$ cat config.mk
export PLATFORM = sky130hd
export DESIGN_NAME = validated_moving_average_core_flat
export DESIGN_NICKNAME = d
export VERILOG_FILES = /design/src/vma_pkg.sv /design/src/vma_if.sv /design/src/validated_moving_average_core.sv /design/src/flat_wrapper.sv
export SDC_FILE = /design/constraint.sdc
export NUM_CORES = 1
export LEC_CHECK = 0
export BUFFER_PORTS_ARGS = -buffer_cell sky130_fd_sc_hd__clkbuf_2
export CAP_MARGIN = 15
export CORE_UTILIZATION = 25
export CTS_CLUSTER_DIAMETER = 120
export DETAILED_ROUTE_END_ITERATION = 16
export GPL_TIMING_DRIVEN = 0
export HOLD_SLACK_MARGIN = 0.12
export PLACE_DENSITY_LB_ADDON = 0.08
export SYNTH_ARGS = -nofsm -noshare
export SYNTH_HDL_FRONTEND = slang
export SYNTH_SLANG_ARGS = --single-unit
$ cat constraint.sdc
create_clock -name clk -period 7.15 [get_ports clk]
set_input_delay 0.715 -clock clk [delete_from_list [all_inputs] [get_ports clk]]
set_output_delay 0.715 -clock clk [all_outputs]
set_load 0.03 [all_outputs]
$ cat src/vma_pkg.sv
// shared types and constants for the validated moving average core
`default_nettype none
package vma_pkg;

  typedef logic signed [15:0] sample_t;
  typedef logic        [7:0]  count_t;

  // register file layout
  localparam int unsigned ADDR_W = 4;
  localparam int unsigned DATA_W = 32;

  typedef logic [1:0] reg_idx_t;
  localparam reg_idx_t REG_LOWER = 2'd0;
  localparam reg_idx_t REG_UPPER = 2'd1;
  localparam reg_idx_t REG_LIMIT = 2'd2;

  // register reset values
  localparam sample_t LOWER_RST = 16'sh8000;
  localparam sample_t UPPER_RST = 16'sh7FFF;
  localparam count_t  LIMIT_RST = 8'd10;
  localparam count_t  COUNT_MAX = 8'hFF;

endpackage
`default_nettype wire

$ cat src/vma_if.sv
// stream interfaces for sample and result beats
`default_nettype none
interface vma_in_if;
  import vma_pkg::*;
  logic    valid;
  logic    ready;
  sample_t sample;
  modport source (output valid, output sample, input ready);
  modport sink   (input valid, input sample, output ready);
endinterface

interface vma_out_if;
  import vma_pkg::*;
  logic    valid;
  logic    ready;
  sample_t average;
  logic    accepted;
  count_t  errors;
  logic    inoperative;
  modport source (output valid, output average, output accepted, output errors,
                  output inoperative, input ready);
  modport sink   (input valid, input average, input accepted, input errors,
                  input inoperative, output ready);
endinterface
`default_nettype wire

$ cat src/validated_moving_average_core.sv
// validated moving average core: range check, ring memory and running mean
//
// One sensor channel. Each beat on in_ch carries a signed 16-bit sample; each
// accepted beat gives exactly one result beat on out_ch with the mean of the
// ring, an accepted flag, the out-of-range count and the inoperative flag.
// The user must write bounds and error limit over the APB port while the core
// idles; the core does not enforce it. A result takes memory read, sum update,
// reciprocal multiply and correction into the output register. Throughput:
// one sample per cycle unless out_ch stalls; the ring has one write and one
// read port, and consecutive samples hit different slots if RING_LENGTH > 1.
// The divide by RING_LENGTH is a reciprocal multiply plus one correction step.
// Reset (rst_n low, synchronous) empties the pipeline, zeroes the sum, count
// and held mean, restores the registers and marks every ring slot as zero
// through per-slot valid bits, so no clearing pass is needed.
// When the receiver stalls, the output register holds its beat and the stages
// behind it fill; in_ch.ready drops only once all stages are occupied.
// After the error limit is reached, samples are still taken but leave the
// state alone and return the held mean with inoperative set.
`default_nettype none
module validated_moving_average_core #(
  parameter int unsigned RING_LENGTH = 8
) (
  input  wire                          clk,
  input  wire                          rst_n,
  vma_in_if.sink                       in_ch,
  vma_out_if.source                    out_ch,
  input  wire                          psel,
  input  wire                          penable,
  input  wire                          pwrite,
  input  wire  [vma_pkg::ADDR_W-1:0]   paddr,
  input  wire  [vma_pkg::DATA_W-1:0]   pwdata,
  output logic [vma_pkg::DATA_W-1:0]   prdata,
  output logic                         pready
);
  import vma_pkg::*;

  localparam int unsigned SLOT_W = (RING_LENGTH > 1) ? $clog2(RING_LENGTH) : 1;
  localparam int unsigned SUM_W  = 16 + SLOT_W;
  localparam logic [SLOT_W-1:0] LAST_SLOT = SLOT_W'(RING_LENGTH - 1);
  localparam logic [31:0]       RECIP     = 32'((64'd1 << 32) / RING_LENGTH);
  localparam logic [SUM_W-1:0]  LEN_C     = SUM_W'(RING_LENGTH);

  // configuration registers
  sample_t lower_r, upper_r;
  count_t  limit_r;
  logic    cfg_wr;

  assign pready = 1'b1;
  assign cfg_wr = psel && penable && pwrite && pready;

  always_ff @(posedge clk) begin
    if (!rst_n) begin
      lower_r <= LOWER_RST;
      upper_r <= UPPER_RST;
      limit_r <= LIMIT_RST;
    end else if (cfg_wr) begin
      unique case (paddr[3:2])
        REG_LOWER: lower_r <= pwdata[15:0];
        REG_UPPER: upper_r <= pwdata[15:0];
        REG_LIMIT: limit_r <= pwdata[7:0];
        default: ;
      endcase
    end
  end

  always_comb begin
    unique case (paddr[3:2])
      REG_LOWER: prdata = {16'd0, lower_r};
      REG_UPPER: prdata = {16'd0, upper_r};
      REG_LIMIT: prdata = {24'd0, limit_r};
      default:   prdata = '0;
    endcase
  end

  // stage enables, collapsing bubbles from the output backwards
  logic s1_v_r, s2_v_r, s3_v_r, out_v_r;
  logic en1, en2, en3, en_o, in_fire;

  assign en_o        = !out_v_r || out_ch.ready;
  assign en3         = !s3_v_r || en_o;
  assign en2         = !s2_v_r || en3;
  assign en1         = !s1_v_r || en2;
  assign in_ch.ready = en1;
  assign in_fire     = in_ch.valid && en1;

  // front end: range check and channel bookkeeping at acceptance
  logic [SLOT_W-1:0] slot_r, slot_nxt;
  count_t            tally_r, tally_nxt;
  logic              dead_r, dead_nxt;
  logic              in_range;

  assign in_range = (in_ch.sample >= lower_r) && (in_ch.sample <= upper_r);

  always_comb begin
    slot_nxt  = slot_r;
    tally_nxt = tally_r;
    dead_nxt  = dead_r;
    if (!dead_r) begin
      slot_nxt = (slot_r == LAST_SLOT) ? '0 : slot_r + 1'b1;
      if (!in_range) begin
        tally_nxt = (tally_r != COUNT_MAX) ? tally_r + 1'b1 : tally_r;
        dead_nxt  = (tally_nxt >= limit_r);
      end
    end
  end

  always_ff @(posedge clk) begin
    if (!rst_n) begin
      slot_r  <= '0;
      tally_r <= '0;
      dead_r  <= 1'b0;
    end else if (in_fire) begin
      slot_r  <= slot_nxt;
      tally_r <= tally_nxt;
      dead_r  <= dead_nxt;
    end
  end

  // stage 1 registers
  logic              s1_act_r, s1_took_r, s1_dead_r, s1_oldv_r;
  logic [SLOT_W-1:0] s1_slot_r;
  sample_t           s1_sample_r, s1_old_r;
  count_t            s1_err_r;
  logic              s1_wr;

  always_ff @(posedge clk) begin
    if (!rst_n) begin
      s1_v_r <= 1'b0;
    end else if (en1) begin
      s1_v_r <= in_ch.valid;
    end
  end

  always_ff @(posedge clk) begin
    if (in_fire) begin
      s1_act_r    <= !dead_r;
      s1_took_r   <= !dead_r && in_range;
      s1_dead_r   <= dead_nxt;
      s1_err_r    <= tally_nxt;
      s1_slot_r   <= slot_r;
      s1_sample_r <= in_ch.sample;
    end
  end

  // ring memory, read at acceptance and written back from stage 1
  sample_t                 ring_mem [RING_LENGTH];
  logic [RING_LENGTH-1:0]  ring_vld_r;

  assign s1_wr = s1_v_r && en2 && s1_took_r;

  always_ff @(posedge clk) begin
    if (in_fire) begin
      s1_old_r  <= ring_mem[slot_r];
      s1_oldv_r <= ring_vld_r[slot_r];
    end
    if (s1_wr) begin
      ring_mem[s1_slot_r] <= s1_sample_r;
    end
  end

  always_ff @(posedge clk) begin
    if (!rst_n) begin
      ring_vld_r <= '0;
    end else if (s1_wr) begin
      ring_vld_r[s1_slot_r] <= 1'b1;
    end
  end

  // running sum update
  logic signed [SUM_W-1:0] sum_r, sum_nxt;
  sample_t                 old_val;

  assign old_val = s1_oldv_r ? s1_old_r : '0;
  assign sum_nxt = sum_r - SUM_W'(old_val) + SUM_W'(s1_sample_r);

  always_ff @(posedge clk) begin
    if (!rst_n) begin
      sum_r <= '0;
    end else if (s1_wr) begin
      sum_r <= sum_nxt;
    end
  end

  // stage 2 registers
  logic                    s2_act_r, s2_took_r, s2_dead_r;
  count_t                  s2_err_r;
  logic signed [SUM_W-1:0] s2_sum_r;

  always_ff @(posedge clk) begin
    if (!rst_n) begin
      s2_v_r <= 1'b0;
    end else if (en2) begin
      s2_v_r <= s1_v_r;
    end
  end

  always_ff @(posedge clk) begin
    if (en2) begin
      s2_act_r  <= s1_act_r;
      s2_took_r <= s1_took_r;
      s2_dead_r <= s1_dead_r;
      s2_err_r  <= s1_err_r;
      s2_sum_r  <= s1_took_r ? sum_nxt : sum_r;
    end
  end

  // magnitude and reciprocal multiply
  logic              s2_neg;
  logic [SUM_W-1:0]  s2_mag;
  logic [SUM_W+31:0] s2_prod;

  assign s2_neg  = s2_sum_r[SUM_W-1];
  assign s2_mag  = s2_neg ? SUM_W'(-s2_sum_r) : SUM_W'(s2_sum_r);
  assign s2_prod = (SUM_W+32)'(s2_mag) * (SUM_W+32)'(RECIP);

  // stage 3 registers
  logic             s3_act_r, s3_took_r, s3_dead_r, s3_neg_r;
  count_t           s3_err_r;
  logic [SUM_W-1:0] s3_mag_r, s3_q0_r;

  always_ff @(posedge clk) begin
    if (!rst_n) begin
      s3_v_r <= 1'b0;
    end else if (en3) begin
      s3_v_r <= s2_v_r;
    end
  end

  always_ff @(posedge clk) begin
    if (en3) begin
      s3_act_r  <= s2_act_r;
      s3_took_r <= s2_took_r;
      s3_dead_r <= s2_dead_r;
      s3_err_r  <= s2_err_r;
      s3_neg_r  <= s2_neg;
      s3_mag_r  <= s2_mag;
      s3_q0_r   <= s2_prod[SUM_W+31:32];
    end
  end

  // quotient correction and sign restore
  logic [2*SUM_W-1:0] s3_qn;
  logic [SUM_W-1:0]   s3_rem;
  logic [16:0]        s3_q;
  sample_t            s3_avg, avg_nxt, held_r;

  assign s3_qn  = (2*SUM_W)'(s3_q0_r) * (2*SUM_W)'(LEN_C);
  assign s3_rem = s3_mag_r - s3_qn[SUM_W-1:0];
  assign s3_q   = 17'(s3_q0_r) + ((s3_rem >= LEN_C) ? 17'd1 : 17'd0);
  assign s3_avg = s3_neg_r ? 16'(-s3_q) : s3_q[15:0];
  assign avg_nxt = s3_act_r ? s3_avg : held_r;

  always_ff @(posedge clk) begin
    if (!rst_n) begin
      held_r <= '0;
    end else if (en_o && s3_v_r && s3_act_r) begin
      held_r <= s3_avg;
    end
  end

  // output register
  sample_t out_avg_r;
  logic    out_acc_r, out_dead_r;
  count_t  out_err_r;

  always_ff @(posedge clk) begin
    if (!rst_n) begin
      out_v_r <= 1'b0;
    end else if (en_o) begin
      out_v_r <= s3_v_r;
    end
  end

  always_ff @(posedge clk) begin
    if (en_o) begin
      out_avg_r  <= avg_nxt;
      out_acc_r  <= s3_took_r;
      out_err_r  <= s3_err_r;
      out_dead_r <= s3_dead_r;
    end
  end

  assign out_ch.valid       = out_v_r;
  assign out_ch.average     = out_avg_r;
  assign out_ch.accepted    = out_acc_r;
  assign out_ch.errors      = out_err_r;
  assign out_ch.inoperative = out_dead_r;

  // checks
  a_dead_sticky: assert property (@(posedge clk) disable iff (!rst_n)
    dead_r |=> dead_r)
    else $error("inoperative flag cleared without reset");

  a_no_slot_clash: assert property (@(posedge clk) disable iff (!rst_n)
    (in_fire && s1_wr) |-> (slot_r != s1_slot_r))
    else $error("ring read and write hit the same slot in one cycle");

  a_dead_not_taken: assert property (@(posedge clk) disable iff (!rst_n)
    (out_v_r && out_dead_r) |-> !out_acc_r)
    else $error("inoperative result marked as accepted");

  a_dead_holds_count: assert property (@(posedge clk) disable iff (!rst_n)
    (in_fire && dead_r) |=> $stable(tally_r) && $stable(slot_r) && $stable(sum_r))
    else $error("inoperative channel changed its state");

endmodule
`default_nettype wire
$ cat src/flat_wrapper.sv
// flat-port wrapper written by rule: the top's interface ports become plain ports
module validated_moving_average_core_flat import vma_pkg::*;
#(
  parameter int unsigned RING_LENGTH = 8
)
  (clk, rst_n, psel, penable, pwrite, paddr, pwdata, prdata, pready, in_ch_valid, in_ch_sample, in_ch_ready, out_ch_valid, out_ch_average, out_ch_accepted, out_ch_errors, out_ch_inoperative, out_ch_ready);
  vma_in_if in_ch_i ();
  vma_out_if out_ch_i ();
  input  wire clk;
  input  wire rst_n;
  input  wire psel;
  input  wire penable;
  input  wire pwrite;
  input  wire  [vma_pkg::ADDR_W-1:0] paddr;
  input  wire  [vma_pkg::DATA_W-1:0] pwdata;
  output logic [vma_pkg::DATA_W-1:0] prdata;
  output logic pready;
  input wire logic [$bits(in_ch_i.valid)-1:0] in_ch_valid;
  input wire logic [$bits(in_ch_i.sample)-1:0] in_ch_sample;
  output wire logic [$bits(in_ch_i.ready)-1:0] in_ch_ready;
  output wire logic [$bits(out_ch_i.valid)-1:0] out_ch_valid;
  output wire logic [$bits(out_ch_i.average)-1:0] out_ch_average;
  output wire logic [$bits(out_ch_i.accepted)-1:0] out_ch_accepted;
  output wire logic [$bits(out_ch_i.errors)-1:0] out_ch_errors;
  output wire logic [$bits(out_ch_i.inoperative)-1:0] out_ch_inoperative;
  input wire logic [$bits(out_ch_i.ready)-1:0] out_ch_ready;
  assign in_ch_i.valid = in_ch_valid;
  assign in_ch_i.sample = in_ch_sample;
  assign in_ch_ready = in_ch_i.ready;
  assign out_ch_valid = out_ch_i.valid;
  assign out_ch_average = out_ch_i.average;
  assign out_ch_accepted = out_ch_i.accepted;
  assign out_ch_errors = out_ch_i.errors;
  assign out_ch_inoperative = out_ch_i.inoperative;
  assign out_ch_i.ready = out_ch_ready;
  validated_moving_average_core #(.RING_LENGTH(RING_LENGTH)) u_core (.clk(clk), .rst_n(rst_n), .in_ch(in_ch_i), .out_ch(out_ch_i), .psel(psel), .penable(penable), .pwrite(pwrite), .paddr(paddr), .pwdata(pwdata), .prdata(prdata), .pready(pready));
endmodule
==> results.json <==
{
  "synth_common_cells": "edfxtp_1 (259), nand2_1 (136), inv_1 (119), dfxtp_1 (99), nor2_1 (99)",
  "placementRows": 94,
  "p_leak_nw": 7.60,
  "rsz0062_at_grt": "no",
  "gp_congestion": 0.763,
  "worst-setup-path-type": "reg2reg",
  "cts_setup_buffers": 0,
  "slowest_delay_ns": 0.72,
  "setup_slack_ns": 3.16,
  "ys_types": 61,
  "fin_area_um2": 20000,
  "grt_max_degree": 28,
  "globalRouteOverflowTotal": 0,
  "cts_root_buffer": "clkbuf_16",
  "ir_worst_vdd_mv": 0.168,
  "arrival_ns": 4.26,
  "io_pins": 120,
  "use_met3_pct": 2.31,
  "drv_slew": 0,
  "setup_viol": 0,
  "yosys.cell_count.top_type": "edfxtp_1",
  "status": "complete, no violations",
  "cts_buffer_depth": 3,
  "drt.antenna.violating_nets": 0,
  "drtPass1Iterations": 5,
  "whs_path_depth": 1,
  "ff2ff_path_depth": 11,
  "r2r_slack_ns": 3.16,
  "synth_edf_count": 259,
  "nFillCells": 6726,
  "grt_util_met1_pct": 17.4,
  "r2r_start": "u_core.s1_oldv_r$_DFFE_PP_",
  "synthTopCellsByArea": "edfxtp_1 (47%), dfxtp_1 (12%), ha_1 (4.7%), mux4_2 (4.6%), nand2_1 (3.1%)",
  "cp-start-kind": "flip-flop",
  "tightest_slew_ns": 1.07,
  "synthCells": 1356,
  "hold_slack_ns": 0.374,
  "placed_area_um2": 18500,
  "fin_crit_sh_pct": 55.8,
  "nNetsFinal": 1662,
  "drc": 0,
  "dieArea_um2": 67600,
  "path_cells": "clkbuf_1, and2_1, fa_1, inv_1, ha_1, or4_1, a2111o_1, nand4_1, mux2i_1, a2111oi_0, a21oi_1",
  "insertedDiodeCount": 0,
  "synth_top_cell_area_share_pct": 46.7,
  "dpl.hpwl_um": 33100,
  "fp.dieH_um": 260,
  "grt_pass1_vias": 11100,
  "min_period_ns": 3.99,
  "hold_viol": 0,
  "drive_gt1_share_pct": 17.3,
  "synth_area_per_cell_um2": 12.3,
  "cts_resized": 0,
  "wl_um": 44400,
  "hp-class": "in2reg",
  "synth_top_flop_cell": "edfxtp_1",
  "initial_utilization_pct": 25.3,
  "clk_pin_slew_worst_paths_ns": 0.06,
  "async_flop_share_pct": 0,
  "reg2reg_to": "u_core.s2_sum_r[15]$_DFFE_PP_",
  "max_freq_mhz": 251,
  "slew_headroom_pct": 28.9,
  "wl_per_cell_um": 18.4,
  "cts_num_sinks": 358,
  "via_per_inst": 4.38,
  "worstSkewPairLatency_ns": 0.58,
  "place_ws_ns": 3.08,
  "core_area_um2": 65900,
  "vias": 10600,
  "yosysWarnings": 0,
  "ys_seq_elements": 358,
  "numCtsBuffers": 43,
  "htree_levels": 2,
  "synth_area_um2": 16600,
  "endpoint_kind": "flip-flop",
  "grt_usage_pct": 13.3,
  "synth_top_cell_by_area": "edfxtp_1",
  "drt_iter0_drc": 517,
  "min-delay-start": "in_ch_sample[1]",
  "portBuffers": 84,
  "cap_violations": 0,
  "area_growth_pct": 20.1,
  "busiest_layer": "met2",
  "finish.utilization_pct": 30.4,
  "critPathSlowestCell": "a2111oi_0",
  "cp_max_fo": 10,
  "hold_path_end": "u_core.s1_sample_r[1]$_DFFE_PP_",
  "use_met2_pct": 22.5,
  "clock_skew_ns": 0.0288,
  "cts_hold_buf": 0,
  "die_w_um": 260,
  "pwr_density_cell_nw_per_um2": 302,
  "crit_required_ns": 7.43,
  "antenna_found_initial": 3,
  "cts_tree": "yes",
  "grt_pass1_wl_um": 67700,
  "yosysSeqAreaShare_pct": 58.6
}
[layout make-up]
class / instances / area (um^2) / area share [%]
well taps: 864 / 1080 / 5.41
clock buffers: 61 / 1190 / 5.97
plain buffers: 68 / 319 / 1.60
clock inverters: 19 / 268 / 1.34
repair buffers: 106 / 699 / 3.50
flip-flops and latches: 358 / 9760 / 48.8
inverters: 119 / 447 / 2.23
multi-input cells: 826 / 6230 / 31.2
[placed cells by master, fill, tap and decap left out, types with 18 or more instances in the layout]
| cell | netlist | final |
|---|---|---|
| o211ai_1 | 18 | 18 |
| inv_1 | 119 | 119 |
| mux4_2 | 34 | 34 |
| a21o_1 | 21 | 21 |
| nor2_1 | 99 | 98 |
| edfxtp_1 | 259 | 259 |
| dfxtp_1 | 99 | 99 |
| xnor2_1 | 33 | 33 |
| mux2_2 | 30 | 30 |
| nand3_1 | 36 | 36 |
| nand2_1 | 136 | 136 |
| clkbuf_16 | 0 | 43 |
| ha_1 | 63 | 63 |
| xor2_1 | 18 | 18 |
| clkbuf_1 | 49 | 62 |
| mux2i_1 | 39 | 39 |
| clkbuf_2 | 0 | 84 |
| fa_1 | 18 | 18 |
| buf_4 | 17 | 25 |
| o21ai_0 | 41 | 41 |
| a21oi_1 | 72 | 71 |
[sequential cells by signal, indices dropped and copies added, names as in the netlist, 3 cells and up]
signal / cells
u_core.ring_mem: 128
u_core.s2_sum_r: 19
u_core.sum_r: 19
u_core.held_r: 16
u_core.lower_r: 16
u_core.out_ch.average: 16
u_core.s1_old_r: 16
u_core.s1_sample_r: 16
u_core.s3_mag_r: 16
u_core.upper_r: 16
u_core.limit_r: 8
u_core.out_ch.errors: 8
u_core.ring_vld_r: 8
u_core.s1_err_r: 8
u_core.s2_err_r: 8
u_core.s3_err_r: 8
u_core.tally_r: 8
u_core.s1_slot_r: 3
u_core.slot_r: 3
[kinds of logic after synthesis]
| kind of cell | after synthesis | synth area share [%] |
|---|---|---|
| AOI/OAI and AO/OA | 210 | 7.90 |
| xor gates and xnor gates | 51 | 2.68 |
| adders and majority gates | 81 | 6.90 |
| buffers and inverters | 187 | 4.60 |
| DFF | 358 | 58.6 |
| muxes | 103 | 8.97 |
| other | 2 | 0.0451 |
| and+or+nand+nor | 364 | 10.3 |
[power breakdown]
group / switching (mW) / leakage [nW] / internal, mW / total [mW]
registers: 0.141 / 3.35 / 2.48 / 2.62
logic: 0.698 / 3.55 / 0.461 / 1.16
clock network: 0.894 / 0.708 / 1.36 / 2.25
[through the flow]
| step | power (mW) | setup TNS, ns | instances |
|---|---|---|---|
| 4_1_cts | 6.14 | 0 | 2421 |
| 3_3_place_gp | 3.84 | -13.17 | 2319 |
| 2_1_floorplan | 3.49 | 0 | 1371 |
| 6_report | 6.03 | 0 | 2421 |
| 3_5_place_dp | 3.84 | 0 | 2341 |
| 5_1_grt | 6.35 | 0 | 2421 |
[worst max-delay path by stage]
stage | from | to | slack, ns | depth (start not counted)
finish | u_core.s1_oldv_r$_DFFE_PP_ | u_core.s2_sum_r[15]$_DFFE_PP_ | 3.16 | 11
global placement | out_ch_ready | u_core.ring_mem[2][3]$_DFFE_PP_ | -0.43 | 5
floorplan | out_ch_ready | u_core.ring_mem[4][0]$_DFFE_PP_ | 2.88 | 4
CTS | u_core.s1_oldv_r$_DFFE_PP_ | u_core.s2_sum_r[15]$_DFFE_PP_ | 3.14 | 11
detailed placement | out_ch_ready | u_core.ring_mem[7][12]$_DFFE_PP_ | 3.08 | 9
global route | u_core.s1_oldv_r$_DFFE_PP_ | u_core.s2_sum_r[16]$_DFFE_PP_ | 2.88 | 13
[routing by layer]
metal	up-vias	routed length, um
met5	-	29
met1	5178	20700
met2	166	21100
met3	61	1720
li1	5191	-
met4	4	877
[worst max-delay path, delay by kind of cell (launching register included)]
kind            cells  cell delay [ns]
compound gates      3             1.36
simple gates        3             0.76
fa+ha+maj           2             0.71
flops               1             0.50
buf+inv             2             0.28
mux                 1             0.08
(Power assumes the default switching activity.)
